$ cat src/sv/biq_pkg.sv
// Shared types and constants for the biquad IIR section.
// No dependencies; imported by every module of the block.
package biq_pkg;

	// Width of each delay word (sample units, fraction bits included)
	localparam int STATE_W   = 60;
	localparam int NUM_COEFS = 5;
	localparam int CFG_IDX_W = 3;

	// Coefficient register indexes, in configuration order
	typedef enum logic [CFG_IDX_W-1:0] {
		COEF_B0 = 3'd0,
		COEF_B1 = 3'd1,
		COEF_B2 = 3'd2,
		COEF_A1 = 3'd3,
		COEF_A2 = 3'd4
	} coef_idx_t;

	// Second multiplier operand
	typedef enum logic [1:0] {
		SRC_X_IN = 2'd0,
		SRC_X_Q  = 2'd1,
		SRC_Y_Q  = 2'd2
	} mul_src_t;

	// Accumulator operation
	typedef enum logic [2:0] {
		ACC_HOLD    = 3'd0,
		ACC_LOAD_D1 = 3'd1,
		ACC_ADD     = 3'd2,
		ACC_SUB     = 3'd3,
		ACC_LOAD_D2 = 3'd4,
		ACC_LOAD_P  = 3'd5
	} acc_op_t;

	// Sequencer to datapath control
	typedef struct packed {
		coef_idx_t mul_coef;
		mul_src_t  mul_src;
		acc_op_t   acc_op;
		logic      start;
		logic      y_load;
		logic      d1_load;
		logic      fin_load;
	} mac_ctrl_t;

endpackage

$ cat src/sv/biq_if.sv
// Item channel interfaces for the biquad section (valid/ready handshake).
// No dependencies.
interface biq_in_if #(parameter int SAMPLE_WIDTH = 24);
	logic                           valid;
	logic                           ready;
	logic signed [SAMPLE_WIDTH-1:0] sample_in;
	logic                           restart;

	modport source (output valid, output sample_in, output restart, input ready);
	modport sink   (input valid, input sample_in, input restart, output ready);
endinterface

interface biq_out_if #(parameter int SAMPLE_WIDTH = 24);
	logic                           valid;
	logic                           ready;
	logic signed [SAMPLE_WIDTH-1:0] sample_out;
	logic                           clipped;

	modport source (output valid, output sample_out, output clipped, input ready);
	modport sink   (input valid, input sample_out, input clipped, output ready);
endinterface

$ cat src/sv/biq_coef_regs.sv
// Coefficient register file written through the plain configuration port.
// Depends on biq_pkg.
module biq_coef_regs import biq_pkg::*; #(
	parameter int COEF_WIDTH     = 32,
	parameter int COEF_FRAC_BITS = 28
) (
	input  logic                         clk,
	input  logic                         arst_n,
	input  logic                         cfg_we,
	input  logic [CFG_IDX_W-1:0]         cfg_index,
	input  logic [COEF_WIDTH-1:0]        cfg_data,
	output logic signed [COEF_WIDTH-1:0] coef_q [NUM_COEFS]
);

	// b0 resets to 1.0
	localparam logic [COEF_WIDTH-1:0] ONE = {{(COEF_WIDTH-1){1'b0}}, 1'b1} << COEF_FRAC_BITS;

	// Register writes; indexes beyond the list are dropped
	always_ff @(posedge clk or negedge arst_n) begin
		if (!arst_n) begin
			coef_q[COEF_B0] <= ONE;
			coef_q[COEF_B1] <= '0;
			coef_q[COEF_B2] <= '0;
			coef_q[COEF_A1] <= '0;
			coef_q[COEF_A2] <= '0;
		end else if (cfg_we) begin
			unique case (cfg_index)
				COEF_B0: coef_q[COEF_B0] <= cfg_data;
				COEF_B1: coef_q[COEF_B1] <= cfg_data;
				COEF_B2: coef_q[COEF_B2] <= cfg_data;
				COEF_A1: coef_q[COEF_A1] <= cfg_data;
				COEF_A2: coef_q[COEF_A2] <= cfg_data;
				default: ;
			endcase
		end
	end

endmodule

$ cat src/sv/biq_mac.sv
// Shared multiply-accumulate datapath: one multiplier, one accumulator,
// delay words, rounding/saturation and the output register. Depends on biq_pkg.
module biq_mac import biq_pkg::*; #(
	parameter int SAMPLE_WIDTH   = 24,
	parameter int COEF_WIDTH     = 32,
	parameter int COEF_FRAC_BITS = 28
) (
	input  logic                           clk,
	input  logic                           arst_n,
	input  mac_ctrl_t                      ctrl,
	input  logic signed [SAMPLE_WIDTH-1:0] sample_in,
	input  logic                           restart,
	input  logic signed [COEF_WIDTH-1:0]   coef [NUM_COEFS],
	output logic signed [SAMPLE_WIDTH-1:0] sample_out,
	output logic                           clipped
);

	localparam int PROD_W = SAMPLE_WIDTH + COEF_WIDTH;
	localparam int M1     = (PROD_W > STATE_W) ? PROD_W : STATE_W;
	localparam int M2     = (M1 > COEF_FRAC_BITS + SAMPLE_WIDTH) ? M1
	                        : COEF_FRAC_BITS + SAMPLE_WIDTH;
	localparam int ACC_W  = M2 + 2;

	localparam logic signed [ACC_W-1:0] HALF =
		{{(ACC_W-1){1'b0}}, 1'b1} << (COEF_FRAC_BITS - 1);
	localparam logic signed [SAMPLE_WIDTH-1:0] Y_MAX = {1'b0, {(SAMPLE_WIDTH-1){1'b1}}};
	localparam logic signed [SAMPLE_WIDTH-1:0] Y_MIN = {1'b1, {(SAMPLE_WIDTH-1){1'b0}}};
	localparam logic signed [STATE_W-1:0]      D_MAX = {1'b0, {(STATE_W-1){1'b1}}};
	localparam logic signed [STATE_W-1:0]      D_MIN = {1'b1, {(STATE_W-1){1'b0}}};

	logic signed [SAMPLE_WIDTH-1:0] x_q;
	logic signed [SAMPLE_WIDTH-1:0] y_q;
	logic                           clip_q;
	logic signed [STATE_W-1:0]      d1_q;
	logic signed [STATE_W-1:0]      d2_q;
	logic signed [PROD_W-1:0]       prod_q;
	logic signed [ACC_W-1:0]        acc_q;
	logic signed [SAMPLE_WIDTH-1:0] sample_out_q;
	logic                           clipped_q;

	logic signed [COEF_WIDTH-1:0]   mul_a;
	logic signed [SAMPLE_WIDTH-1:0] mul_b;
	logic signed [PROD_W-1:0]       mul_res;
	logic signed [ACC_W-1:0]        prod_ext;
	logic signed [ACC_W-1:0]        d1_eff;
	logic signed [ACC_W-1:0]        acc_shr;
	logic [ACC_W-SAMPLE_WIDTH:0]    y_top;
	logic                           y_fits;
	logic signed [SAMPLE_WIDTH-1:0] y_sat;
	logic [ACC_W-STATE_W:0]         d_top;
	logic                           d_fits;
	logic signed [STATE_W-1:0]      d_sat;

	// Operand selection for the shared multiplier
	always_comb begin
		case (ctrl.mul_coef)
			COEF_B0: mul_a = coef[COEF_B0];
			COEF_B1: mul_a = coef[COEF_B1];
			COEF_B2: mul_a = coef[COEF_B2];
			COEF_A1: mul_a = coef[COEF_A1];
			COEF_A2: mul_a = coef[COEF_A2];
			default: mul_a = '0;
		endcase
		case (ctrl.mul_src)
			SRC_X_IN: mul_b = sample_in;
			SRC_Y_Q:  mul_b = y_q;
			default:  mul_b = x_q;
		endcase
	end

	assign mul_res  = mul_a * mul_b;
	assign prod_ext = ACC_W'(prod_q);
	// Restart zeroes the first delay word as it is read
	assign d1_eff   = (ctrl.start && restart) ? '0 : ACC_W'(d1_q);

	// Round half up (offset already in acc), floor shift, saturate to sample range
	assign acc_shr = acc_q >>> COEF_FRAC_BITS;
	assign y_top   = acc_shr[ACC_W-1:SAMPLE_WIDTH-1];
	assign y_fits  = (&y_top) | ~(|y_top);
	assign y_sat   = y_fits ? acc_shr[SAMPLE_WIDTH-1:0] : (acc_shr[ACC_W-1] ? Y_MIN : Y_MAX);

	// Saturate accumulator to delay word range
	assign d_top  = acc_q[ACC_W-1:STATE_W-1];
	assign d_fits = (&d_top) | ~(|d_top);
	assign d_sat  = d_fits ? acc_q[STATE_W-1:0] : (acc_q[ACC_W-1] ? D_MIN : D_MAX);

	// Product, accumulator, input sample, result and output registers
	always_ff @(posedge clk) begin
		prod_q <= mul_res;
		case (ctrl.acc_op)
			ACC_LOAD_D1: acc_q <= d1_eff + HALF;
			ACC_ADD:     acc_q <= acc_q + prod_ext;
			ACC_SUB:     acc_q <= acc_q - prod_ext;
			ACC_LOAD_D2: acc_q <= ACC_W'(d2_q);
			ACC_LOAD_P:  acc_q <= prod_ext;
			default:     acc_q <= acc_q;
		endcase
		if (ctrl.start) begin
			x_q <= sample_in;
		end
		if (ctrl.y_load) begin
			y_q    <= y_sat;
			clip_q <= ~y_fits;
		end
		if (ctrl.fin_load) begin
			sample_out_q <= y_q;
			clipped_q    <= clip_q;
		end
	end

	// Delay words
	always_ff @(posedge clk or negedge arst_n) begin
		if (!arst_n) begin
			d1_q <= '0;
			d2_q <= '0;
		end else begin
			if (ctrl.start && restart) begin
				d1_q <= '0;
				d2_q <= '0;
			end
			if (ctrl.d1_load) begin
				d1_q <= d_sat;
			end
			if (ctrl.fin_load) begin
				d2_q <= d_sat;
			end
		end
	end

	assign sample_out = sample_out_q;
	assign clipped    = clipped_q;

endmodule

$ cat src/sv/biq_seq.sv
// Sequencer that steps the shared MAC through one sample and owns the
// channel handshakes. Depends on biq_pkg.
module biq_seq import biq_pkg::*; (
	input  logic      clk,
	input  logic      arst_n,
	input  logic      in_valid,
	output logic      in_ready,
	output logic      out_valid,
	input  logic      out_ready,
	output mac_ctrl_t ctrl
);

	typedef enum logic [7:0] {
		ST_IDLE  = 8'b0000_0001,
		ST_ADD   = 8'b0000_0010,
		ST_ROUND = 8'b0000_0100,
		ST_FB1   = 8'b0000_1000,
		ST_FF2   = 8'b0001_0000,
		ST_FB2   = 8'b0010_0000,
		ST_SUB   = 8'b0100_0000,
		ST_FIN   = 8'b1000_0000
	} state_t;

	state_t state_q;
	state_t state_nxt;
	logic   out_valid_q;
	logic   fin_ok;

	// Result may be written once the output register is empty or being drained
	assign fin_ok = !out_valid_q || out_ready;

	// Step decode
	always_comb begin
		state_nxt     = state_q;
		ctrl.mul_coef = COEF_B0;
		ctrl.mul_src  = SRC_X_Q;
		ctrl.acc_op   = ACC_HOLD;
		ctrl.start    = 1'b0;
		ctrl.y_load   = 1'b0;
		ctrl.d1_load  = 1'b0;
		ctrl.fin_load = 1'b0;
		unique case (state_q)
			ST_IDLE: begin
				// b0*x straight from the port; acc <- d1 + half
				if (in_valid) begin
					ctrl.start    = 1'b1;
					ctrl.mul_coef = COEF_B0;
					ctrl.mul_src  = SRC_X_IN;
					ctrl.acc_op   = ACC_LOAD_D1;
					state_nxt     = ST_ADD;
				end
			end
			ST_ADD: begin
				ctrl.acc_op = ACC_ADD;
				state_nxt   = ST_ROUND;
			end
			ST_ROUND: begin
				ctrl.y_load   = 1'b1;
				ctrl.mul_coef = COEF_B1;
				ctrl.acc_op   = ACC_LOAD_D2;
				state_nxt     = ST_FB1;
			end
			ST_FB1: begin
				// acc += b1*x while a1*y is formed
				ctrl.mul_coef = COEF_A1;
				ctrl.mul_src  = SRC_Y_Q;
				ctrl.acc_op   = ACC_ADD;
				state_nxt     = ST_FF2;
			end
			ST_FF2: begin
				ctrl.mul_coef = COEF_B2;
				ctrl.acc_op   = ACC_SUB;
				state_nxt     = ST_FB2;
			end
			ST_FB2: begin
				// first delay word done; restart acc with b2*x
				ctrl.mul_coef = COEF_A2;
				ctrl.mul_src  = SRC_Y_Q;
				ctrl.d1_load  = 1'b1;
				ctrl.acc_op   = ACC_LOAD_P;
				state_nxt     = ST_SUB;
			end
			ST_SUB: begin
				ctrl.acc_op = ACC_SUB;
				state_nxt   = ST_FIN;
			end
			ST_FIN: begin
				if (fin_ok) begin
					ctrl.fin_load = 1'b1;
					state_nxt     = ST_IDLE;
				end
			end
			default: state_nxt = ST_IDLE;
		endcase
	end

	// State and output valid
	always_ff @(posedge clk or negedge arst_n) begin
		if (!arst_n) begin
			state_q     <= ST_IDLE;
			out_valid_q <= 1'b0;
		end else begin
			state_q <= state_nxt;
			if (ctrl.fin_load) begin
				out_valid_q <= 1'b1;
			end else if (out_ready) begin
				out_valid_q <= 1'b0;
			end
		end
	end

	assign in_ready  = (state_q == ST_IDLE);
	assign out_valid = out_valid_q;

endmodule

$ cat src/sv/biquad_iir_filter_top.sv
// Biquad IIR section, transposed direct form II, one shared multiplier.
// A new input item is accepted only in the idle state, once the previous item
// is finished, since the single multiplier forms the five products in sequence;
// a finished result waits in the output register.
// Reset: b0 = 1.0, other coefficients 0, both delay words 0, no item pending.
module biquad_iir_filter_top import biq_pkg::*; #(
	parameter int SAMPLE_WIDTH   = 24,
	parameter int COEF_WIDTH     = 32,
	parameter int COEF_FRAC_BITS = 28
) (
	input  logic                  clk,
	input  logic                  arst_n,
	biq_in_if.sink                in_chan,
	biq_out_if.source             out_chan,
	input  logic                  cfg_we,
	input  logic [CFG_IDX_W-1:0]  cfg_index,
	input  logic [COEF_WIDTH-1:0] cfg_data
);

	logic signed [COEF_WIDTH-1:0] coef_q [NUM_COEFS];
	mac_ctrl_t                    ctrl;

	// Coefficient registers
	biq_coef_regs #(
		.COEF_WIDTH     (COEF_WIDTH),
		.COEF_FRAC_BITS (COEF_FRAC_BITS)
	) u_coef (
		.clk       (clk),
		.arst_n    (arst_n),
		.cfg_we    (cfg_we),
		.cfg_index (cfg_index),
		.cfg_data  (cfg_data),
		.coef_q    (coef_q)
	);

	// Step sequencer and handshakes
	biq_seq u_seq (
		.clk       (clk),
		.arst_n    (arst_n),
		.in_valid  (in_chan.valid),
		.in_ready  (in_chan.ready),
		.out_valid (out_chan.valid),
		.out_ready (out_chan.ready),
		.ctrl      (ctrl)
	);

	// Shared MAC datapath
	biq_mac #(
		.SAMPLE_WIDTH   (SAMPLE_WIDTH),
		.COEF_WIDTH     (COEF_WIDTH),
		.COEF_FRAC_BITS (COEF_FRAC_BITS)
	) u_mac (
		.clk        (clk),
		.arst_n     (arst_n),
		.ctrl       (ctrl),
		.sample_in  (in_chan.sample_in),
		.restart    (in_chan.restart),
		.coef       (coef_q),
		.sample_out (out_chan.sample_out),
		.clipped    (out_chan.clipped)
	);

endmodule
$ cat src/flat_wrapper.sv
// flat-port wrapper written by rule: the top's interface ports become plain ports
module biquad_iir_filter_top_flat import biq_pkg::*;
#(
	parameter int SAMPLE_WIDTH   = 24,
	parameter int COEF_WIDTH     = 32,
	parameter int COEF_FRAC_BITS = 28
)
  (clk, arst_n, cfg_we, cfg_index, cfg_data, in_chan_valid, in_chan_sample_in, in_chan_restart, in_chan_ready, out_chan_valid, out_chan_sample_out, out_chan_clipped, out_chan_ready);
  biq_in_if #(.SAMPLE_WIDTH(SAMPLE_WIDTH)) in_chan_i ();
  biq_out_if #(.SAMPLE_WIDTH(SAMPLE_WIDTH)) out_chan_i ();
  input  logic clk;
  input  logic arst_n;
  input  logic cfg_we;
  input  logic [CFG_IDX_W-1:0] cfg_index;
  input  logic [COEF_WIDTH-1:0] cfg_data;
  input wire logic [$bits(in_chan_i.valid)-1:0] in_chan_valid;
  input wire logic [$bits(in_chan_i.sample_in)-1:0] in_chan_sample_in;
  input wire logic [$bits(in_chan_i.restart)-1:0] in_chan_restart;
  output wire logic [$bits(in_chan_i.ready)-1:0] in_chan_ready;
  output wire logic [$bits(out_chan_i.valid)-1:0] out_chan_valid;
  output wire logic [$bits(out_chan_i.sample_out)-1:0] out_chan_sample_out;
  output wire logic [$bits(out_chan_i.clipped)-1:0] out_chan_clipped;
  input wire logic [$bits(out_chan_i.ready)-1:0] out_chan_ready;
  assign in_chan_i.valid = in_chan_valid;
  assign in_chan_i.sample_in = in_chan_sample_in;
  assign in_chan_i.restart = in_chan_restart;
  assign in_chan_ready = in_chan_i.ready;
  assign out_chan_valid = out_chan_i.valid;
  assign out_chan_sample_out = out_chan_i.sample_out;
  assign out_chan_clipped = out_chan_i.clipped;
  assign out_chan_i.ready = out_chan_ready;
  biquad_iir_filter_top #(.SAMPLE_WIDTH(SAMPLE_WIDTH), .COEF_WIDTH(COEF_WIDTH), .COEF_FRAC_BITS(COEF_FRAC_BITS)) u_core (.clk(clk), .arst_n(arst_n), .in_chan(in_chan_i), .out_chan(out_chan_i), .cfg_we(cfg_we), .cfg_index(cfg_index), .cfg_data(cfg_data));
endmodule
$ cat config.mk
export PLATFORM = sky130hd
export DESIGN_NAME = biquad_iir_filter_top_flat
export DESIGN_NICKNAME = d
export VERILOG_FILES = /design/src/sv/biq_pkg.sv /design/src/sv/biq_if.sv /design/src/sv/biq_coef_regs.sv /design/src/sv/biq_mac.sv /design/src/sv/biq_seq.sv /design/src/sv/biquad_iir_filter_top.sv /design/src/flat_wrapper.sv
export SDC_FILE = /design/constraint.sdc
export NUM_CORES = 2
export LEC_CHECK = 0
export BUFFER_PORTS_ARGS = -buffer_cell sky130_fd_sc_hd__buf_2
export CORE_MARGIN = 2
export CORE_UTILIZATION = 45
export CTS_CLUSTER_SIZE = 10
export DETAILED_ROUTE_END_ITERATION = 12
export HOLD_SLACK_MARGIN = 0.08
export PLACE_DENSITY_LB_ADDON = 0.25
export SLEW_MARGIN = 5
export SYNTH_ARGS = -nofsm -noshare
export SYNTH_HDL_FRONTEND = slang
export SYNTH_SLANG_ARGS = --single-unit
$ cat constraint.sdc
create_clock -name clk -period 8.2 [get_ports clk]
set_clock_uncertainty 0.2 [all_clocks]
set_input_delay 1.23 -clock clk [delete_from_list [all_inputs] [get_ports clk]]
set_output_delay 1.23 -clock clk [all_outputs]
set_load 0.02 [all_outputs]
; ---- Yosys cells after proc, flatten, opt, wreduce, memory -nomap -nowiden
; Cells that the tools add are included.
[totals]
ff_bits = 481
in_bits = 65
[op_classes]
addsub = 3
multipliers = 1
eq_ne = 24
muxes = 25
n_bitwise = 5
reduce_logical = 23
[ops]
columns = op, count
row1 = 62-bit one-hot mux with 5 select lines, 1
row2 = 60-bit two-way mux, 5
row3 = 32-bit one-hot mux with 5 select lines, 1
row4 = 8-bit one-hot mux with 8 select lines, 1
row5 = "62-bit by 29-bit adder with 62-bit output, second input constant", 1
row6 = 62-bit by 56-bit adder with 62-bit output, 1
row7 = 62-bit two-way mux, 1
row8 = 62-bit by 56-bit subtractor with 62-bit output, 1
row9 = 32-bit by 24-bit multiplier with 56-bit output, 1
row10 = 24-bit two-way mux, 2
row11 = 24-bit one-hot mux with 2 select lines, 1
row12 = 3-bit one-hot mux with 5 select lines, 2
row13 = "3-bit by 2-bit equality test with 1-bit output, second input constant", 6
row14 = 8-bit two-way mux, 2
row15 = "3-bit equality test, second input constant", 4
row16 = 2-bit AND reduction, 6
row17 = 11-bit AND reduction, 1
row18 = 11-bit OR reduction, 1
row19 = "3-bit by 1-bit equality test with 1-bit output, second input constant", 3
row20 = "8-bit by 1-bit equality test with 1-bit output, second input constant", 1
row21 = "8-bit by 2-bit equality test with 1-bit output, second input constant", 1
row22 = "8-bit by 3-bit equality test with 1-bit output, second input constant", 1
row23 = "8-bit by 4-bit equality test with 1-bit output, second input constant", 1
row24 = "8-bit by 5-bit equality test with 1-bit output, second input constant", 1
row25 = other kinds (20), 35

; ---- Depth between registers and ports, before layout
[logic_depth]
ltp_word = 6
ltp_mapped = 39
depth_no_buf = 36

; ---- Modules after synthesis
; From an unflattened synthesis, not the netlist that was laid out.
[hier_totals]
cells_unflattened = 5505
hier_area_um2 = 51913.5
[by_module_without_submodules]
columns = mod, n_inst, cells_per_inst, area_each_um2, seq_area_each_um2
row1 = biq_mac, 1, 5099, 45287.2, 8207.9
row2 = biq_coef_regs, 1, 343, 6034.5, 4005.1
row3 = biq_seq, 1, 63, 591.8, 226.5

; ---- Worst setup path before layout
; No wires, ideal clock.
[synth_path]
kind = reg2reg
from = register u_core.u_seq.state_q[0]
to = register u_core.u_mac.prod_q[55]
arrival_ns = 8.597
t_required_ns = 7.928
slack_ns = -0.669
path_stages_with_launch = 33
n_path_buf = 4
synth_period_minus_slack_ns = 8.869
path_cell_list = dfstp_2 > nor2_1 > nand2_1 > nor3b_1 > clkbuf_1 > nand2b_1 > nor3_1 > clkbuf_1 > a21o_1 > clkbuf_1 > clkbuf_1 > nand2_1 > fa_1 > inv_1 > fa_1 > inv_1 > fa_1 > inv_1 > fa_1 > fa_1 > fa_1 > fa_1 > ha_1 > a21o_1 > a211o_1 > a31oi_1 > o21bai_1 > a21oi_1 > a21boi_0 > a21o_1 > o21ai_0 > a21oi_1 > xnor2_1
[synth_between]
elab_chain_len = 6
word_cells_on_any_way = 18
cone_classes = mul (1) / eq/ne (10) / mux (4) / reduce/logical (3)
[synth_rtl]
columns = element, line
row1 = from (decl), biq_seq.sv:24  ; state_t state_q;
row2 = from (signal assigned), biq_seq.sv:103  ; state_q <= state_nxt;
row3 = 8-bit by 6-bit equality test with 1-bit output / 8-bit by 4-bit equality test with 1-bit output (equally long branches), biq_seq.sv:42  ; unique case (state_q)
row4 = 2-bit OR reduction (no source line), --
row5 = 2-bit one-hot mux with 2 select lines, biq_seq.sv:42
row6 = 2-bit equality test / 2-bit logical NOT (equally long branches), biq_mac.sv:64  ; case (ctrl.mul_src)
row7 = 24-bit one-hot mux with 2 select lines, biq_mac.sv:64
row8 = 32-bit by 24-bit multiplier with 56-bit output (*), biq_mac.sv:71  ; assign mul_res = mul_a * mul_b;
row9 = via u_core.u_mac.mul_res[55], biq_mac.sv:43  ; logic signed [PROD_W-1:0] mul_res;
row10 = to (signal assigned), biq_mac.sv:89  ; prod_q <= mul_res;
row11 = to (decl), biq_mac.sv:36  ; logic signed [PROD_W-1:0] prod_q;
; The timed path passes the listed nets; every way through them passes the cells marked *.
; A chain may end at the register's enable or synchronous reset.

; ---- Worst setup path after layout
[layout_path]
from = register u_core.u_seq.state_q[1]
to = register u_core.u_mac.prod_q[50]
; Same word-level chain as after synthesis.

==> summary.md <==
| Metric | Value |
|---|---|
| Primary FF master, synth | `dfrtp_1` |
| Post-synthesis simple-gate area fraction | `around 12%` |
| Clock latency on the worst-skew pair | `roughly 690 ps` |
| Max-slew violation count | `0` |
| Commonest non-fill, non-tap cell in the layout | `inv_1` |
| Die Y | `between 300 and 400 um` |
| Cells after Synth | `about 5,300` |
| Initial antenna violation count | `3` |
| DR vias | `a little over 40,000` |
| Top post-synthesis cells by area | `fa_1 31%, dfrtp_1 14%, edfxtp_1 8.1%` |
| CTS buffer count | `58` |
| Initial Util | `approximately 45%` |
| Ant diodes | `0` |
| Met3 GRT Util | `6.03%` |
| Drt total wl | `about 170 mm` |
| HPWL Detailed | `135 mm` |
| Status | `complete, but fails checks` |
| Yosys top cell by area | `fa_1` |
| Core Region | `about 110,000 sq um` |
| Pre-CTS WS | `-1150 ps` |
| FP Rows | `123` |
| Failing checks | `negative setup slack` |
| Cell Area, Synth | `~51,000 sq um` |
| Die W | `~340 um` |
| Main combinational cell family by area after synthesis | `adder cells` |
| Hold WC Path Type | `register to register` |
| CP max FO | `7` |
| Max-Cap Viols | `0` |
| Vias per Instance | `around 5.5` |
| Yosys cell types | `92` |
| Ys async rst share | `roughly 60%` |
| Vias in the first global route | `between 40,000 and 50,000` |
| Fill cells | `10,000` |
| Required @ worst endpoint | `~8600 ps` |
| Area delta synth->final | `23.3%` |
| Gr ovfl total | `0` |
| Adder-cell area share of the yosys netlist | `36.2%` |
| Worst setup margin | `-617 ps` |
| Crit path DAT | `about 9200 ps` |
| Die ar. | `around 120,000 sq um` |
| Worst-margin pin slew | `about 1200 ps` |
| Mux contribution to synthesized area | `~3.7%` |
| Largest net degree at the start of global routing | `165` |
| CP most frequent cell | `fa_1` |
| Post-route clock period utilization | `108%` |
| Critical path type | `register to register` |
| All-Layer GR Usage | `between 20% and 30%` |
| Post-synthesis register bit count | `between 400 and 500` |
| Max Clk Rate | `between 0.1 and 0.15 GHz` |
| Critical path endpoint category | `register` |
| CTS tree | `done` |
| First-pass GRT wire length | `261 mm` |
| Mean Syn Cell Area | `9.63 sq um` |
| Worst path slowest cell | `fa_1` |
| Routability cong. | `around 0.98` |
| Final hold vios | `0` |
| Clk buf depth | `3` |
| RSZ-0062 raised after global routing | `true` |
| Initial DRC count | `about 3,800` |
| Yosys top cell area share | `31.0%` |
| Startpoint type of the worst setup path | `register` |
| Reg clk slew, reported paths | `around 60 ps` |
| Gr busiest metal | `met2` |
| Met2 Usage GRT | `a little under half` |
| First drt pass iteration count | `6` |
| Per-cell routed wire length | `between 20 and 25 um` |
| M1 GR Usage | `around 40%` |
| Post-route ant nets | `0` |
| Ys Warns | `0` |
| Sequential area share after synthesis | `24.6%` |
| Most frequent cells in the layout | `784 x inv_1, 730 x fa_1, 588 x nand2_1` |
| Syn nets | `approximately 6,300` |
| # setup viols final | `31` |
| Root Driver | `clkbuf_16` |
| # DRC | `0` |
| Share of cells above drive strength 1 | `a little under a quarter` |
| I/O pin total | `between 90 and 100` |
| Worst rel slew slack | `between 20 and 25%` |
| Max incr delay on CP | `roughly 550 ps` |
| Final nets | `6,928` |
| XOR/XNOR share of the synthesized area | `between 3 and 4%` |
| Clock Sinks | `just under 500` |
| H-tree levels | `2` |
| Compound-gate portion of the synthesized area | `between 10% and 20%` |
| Fin crit period | `around 9000 ps` |
| EDFF count, synth | `between 100 and 150` |
| Port bufs | `91` |
## cell families (layout without fill, tap and decap cells)
group,Yosys count,in the layout
adders and majority gates,997,997
AOI/OAI and AO/OA,902,902
muxes,166,166
DFF,481,481
and+or+nand+nor,1403,1403
buffers and inverters,1114,1769
xor gates and xnor gates,196,196
## sequential cells by signal (all words and copies together) (netlist names), 8 cells and up
signal / cells
u_core.u_mac.acc_q: 62
u_core.u_mac.y_q: 24
u_core.u_mac.prod_q: 56
u_core.u_coef.coef_q: 160
u_core.u_mac.d1_q: 60
u_core.u_mac.sample_out: 24
u_core.u_mac.x_q: 24
u_core.u_mac.d2_q: 60
u_core.u_seq.state_q: 8
## Yosys cell counts (9+ instances only)
cell and instances:
nor2b_1 23, a21oi_1 164, o211ai_1 10, and2_1 25, nand2b_1 21, nor3b_1 10, o21a_1 52, ha_1 213
a31oi_1 10, nand2_1 615, nor3_1 46, a222oi_1 52, clkbuf_1 208, dfrtp_1 287, a22oi_1 69, o21ai_1 17
dfxtp_1 56, o31ai_1 10, a21o_1 90, fa_1 784, o21ai_0 303, buf_1 29, o22a_1 16, and4_1 9
nand3_1 160, xor2_1 76, buf_2 46, o21bai_1 22, inv_1 829, nor2_1 385, a211oi_1 12, xnor2_1 120
and3_1 22, mux2_2 160, edfxtp_1 136, or3_1 18, nand4_1 28
## critical path, delay by kind of cell (launching register included)
family                     cells  cell delay (ps)
adders and majority gates      8             3770
and+or+nand+nor               10             1720
AOI/OAI and AO/OA              7             1550
buffers and inverters         10              850
DFF                            1              420
xor gates and xnor gates       1              230
## path summary, 6_finish.rpt
| kind | slack, ps | from | to | cells after the start |
|---|---|---|---|---|
| worst max-delay path | -620 | u_core.u_seq.state_q[1] | u_core.u_mac.prod_q[50] | 36 |
| worst max register to register | -620 | u_core.u_seq.state_q[1] | u_core.u_mac.prod_q[50] | 36 |
| max in group asynchronous | 6140 | arst_n | u_core.u_coef.coef_q[83] | 2 |
| worst min register to register | 220 | u_core.u_mac.clip_q | u_core.u_mac.clipped | 0 |
| min in group asynchronous | 300 | arst_n | u_core.u_mac.d2_q[6] | 1 |
| worst min-delay path | 220 | u_core.u_mac.clip_q | u_core.u_mac.clipped | 0 |
## timing repair
| item | CTS | global route |
|---|---|---|
| setup endpoints to repair | 35 | 35 |
| setup buffers | 57 | 46 |
| pin swaps | 80 | 143 |
| gates resized for setup | 228 | 201 |
| hold buffers | 0 | 0 |
| cloned | 6 | 8 |
## metal layers
layer | wire [um] | vias up
met1 | 71400 | 20800
met2 | 78400 | 1563
li1 | - | 18300
met5 | 16 | -
met4 | 7790 | 2
met3 | 13800 | 341
## per-stage QoR
stage          hold WS (ps)  TNS (ps)  std cells  area [sq um]  util [%]
3_5_place_dp            215    -25920       7198         57900      51.7
5_1_grt                 255    -20410       7414         62500      55.7
3_3_place_gp            208    -22750       7198         57900      51.7
2_1_floorplan           200      -449       5259         51200         -
4_1_cts                 229    -12770       7364         61200      54.6
6_report                223    -13060       7414         62500      55.7
## cell type report
type | instances | area (sq um) | area share [%]
clock inverter | 9 | 129 | 0.206
timing repair buffer | 830 | 7590 | 12.1
clock buffer | 99 | 1670 | 2.67
sequential | 481 | 12400 | 19.9
multi-input combinational | 3664 | 35600 | 57.0
tap | 1500 | 1880 | 3.00
inverter | 831 | 3140 | 5.03
Power is not shown: default switching activity piles up to over one toggle a cycle in this logic, so the estimate is an artifact.
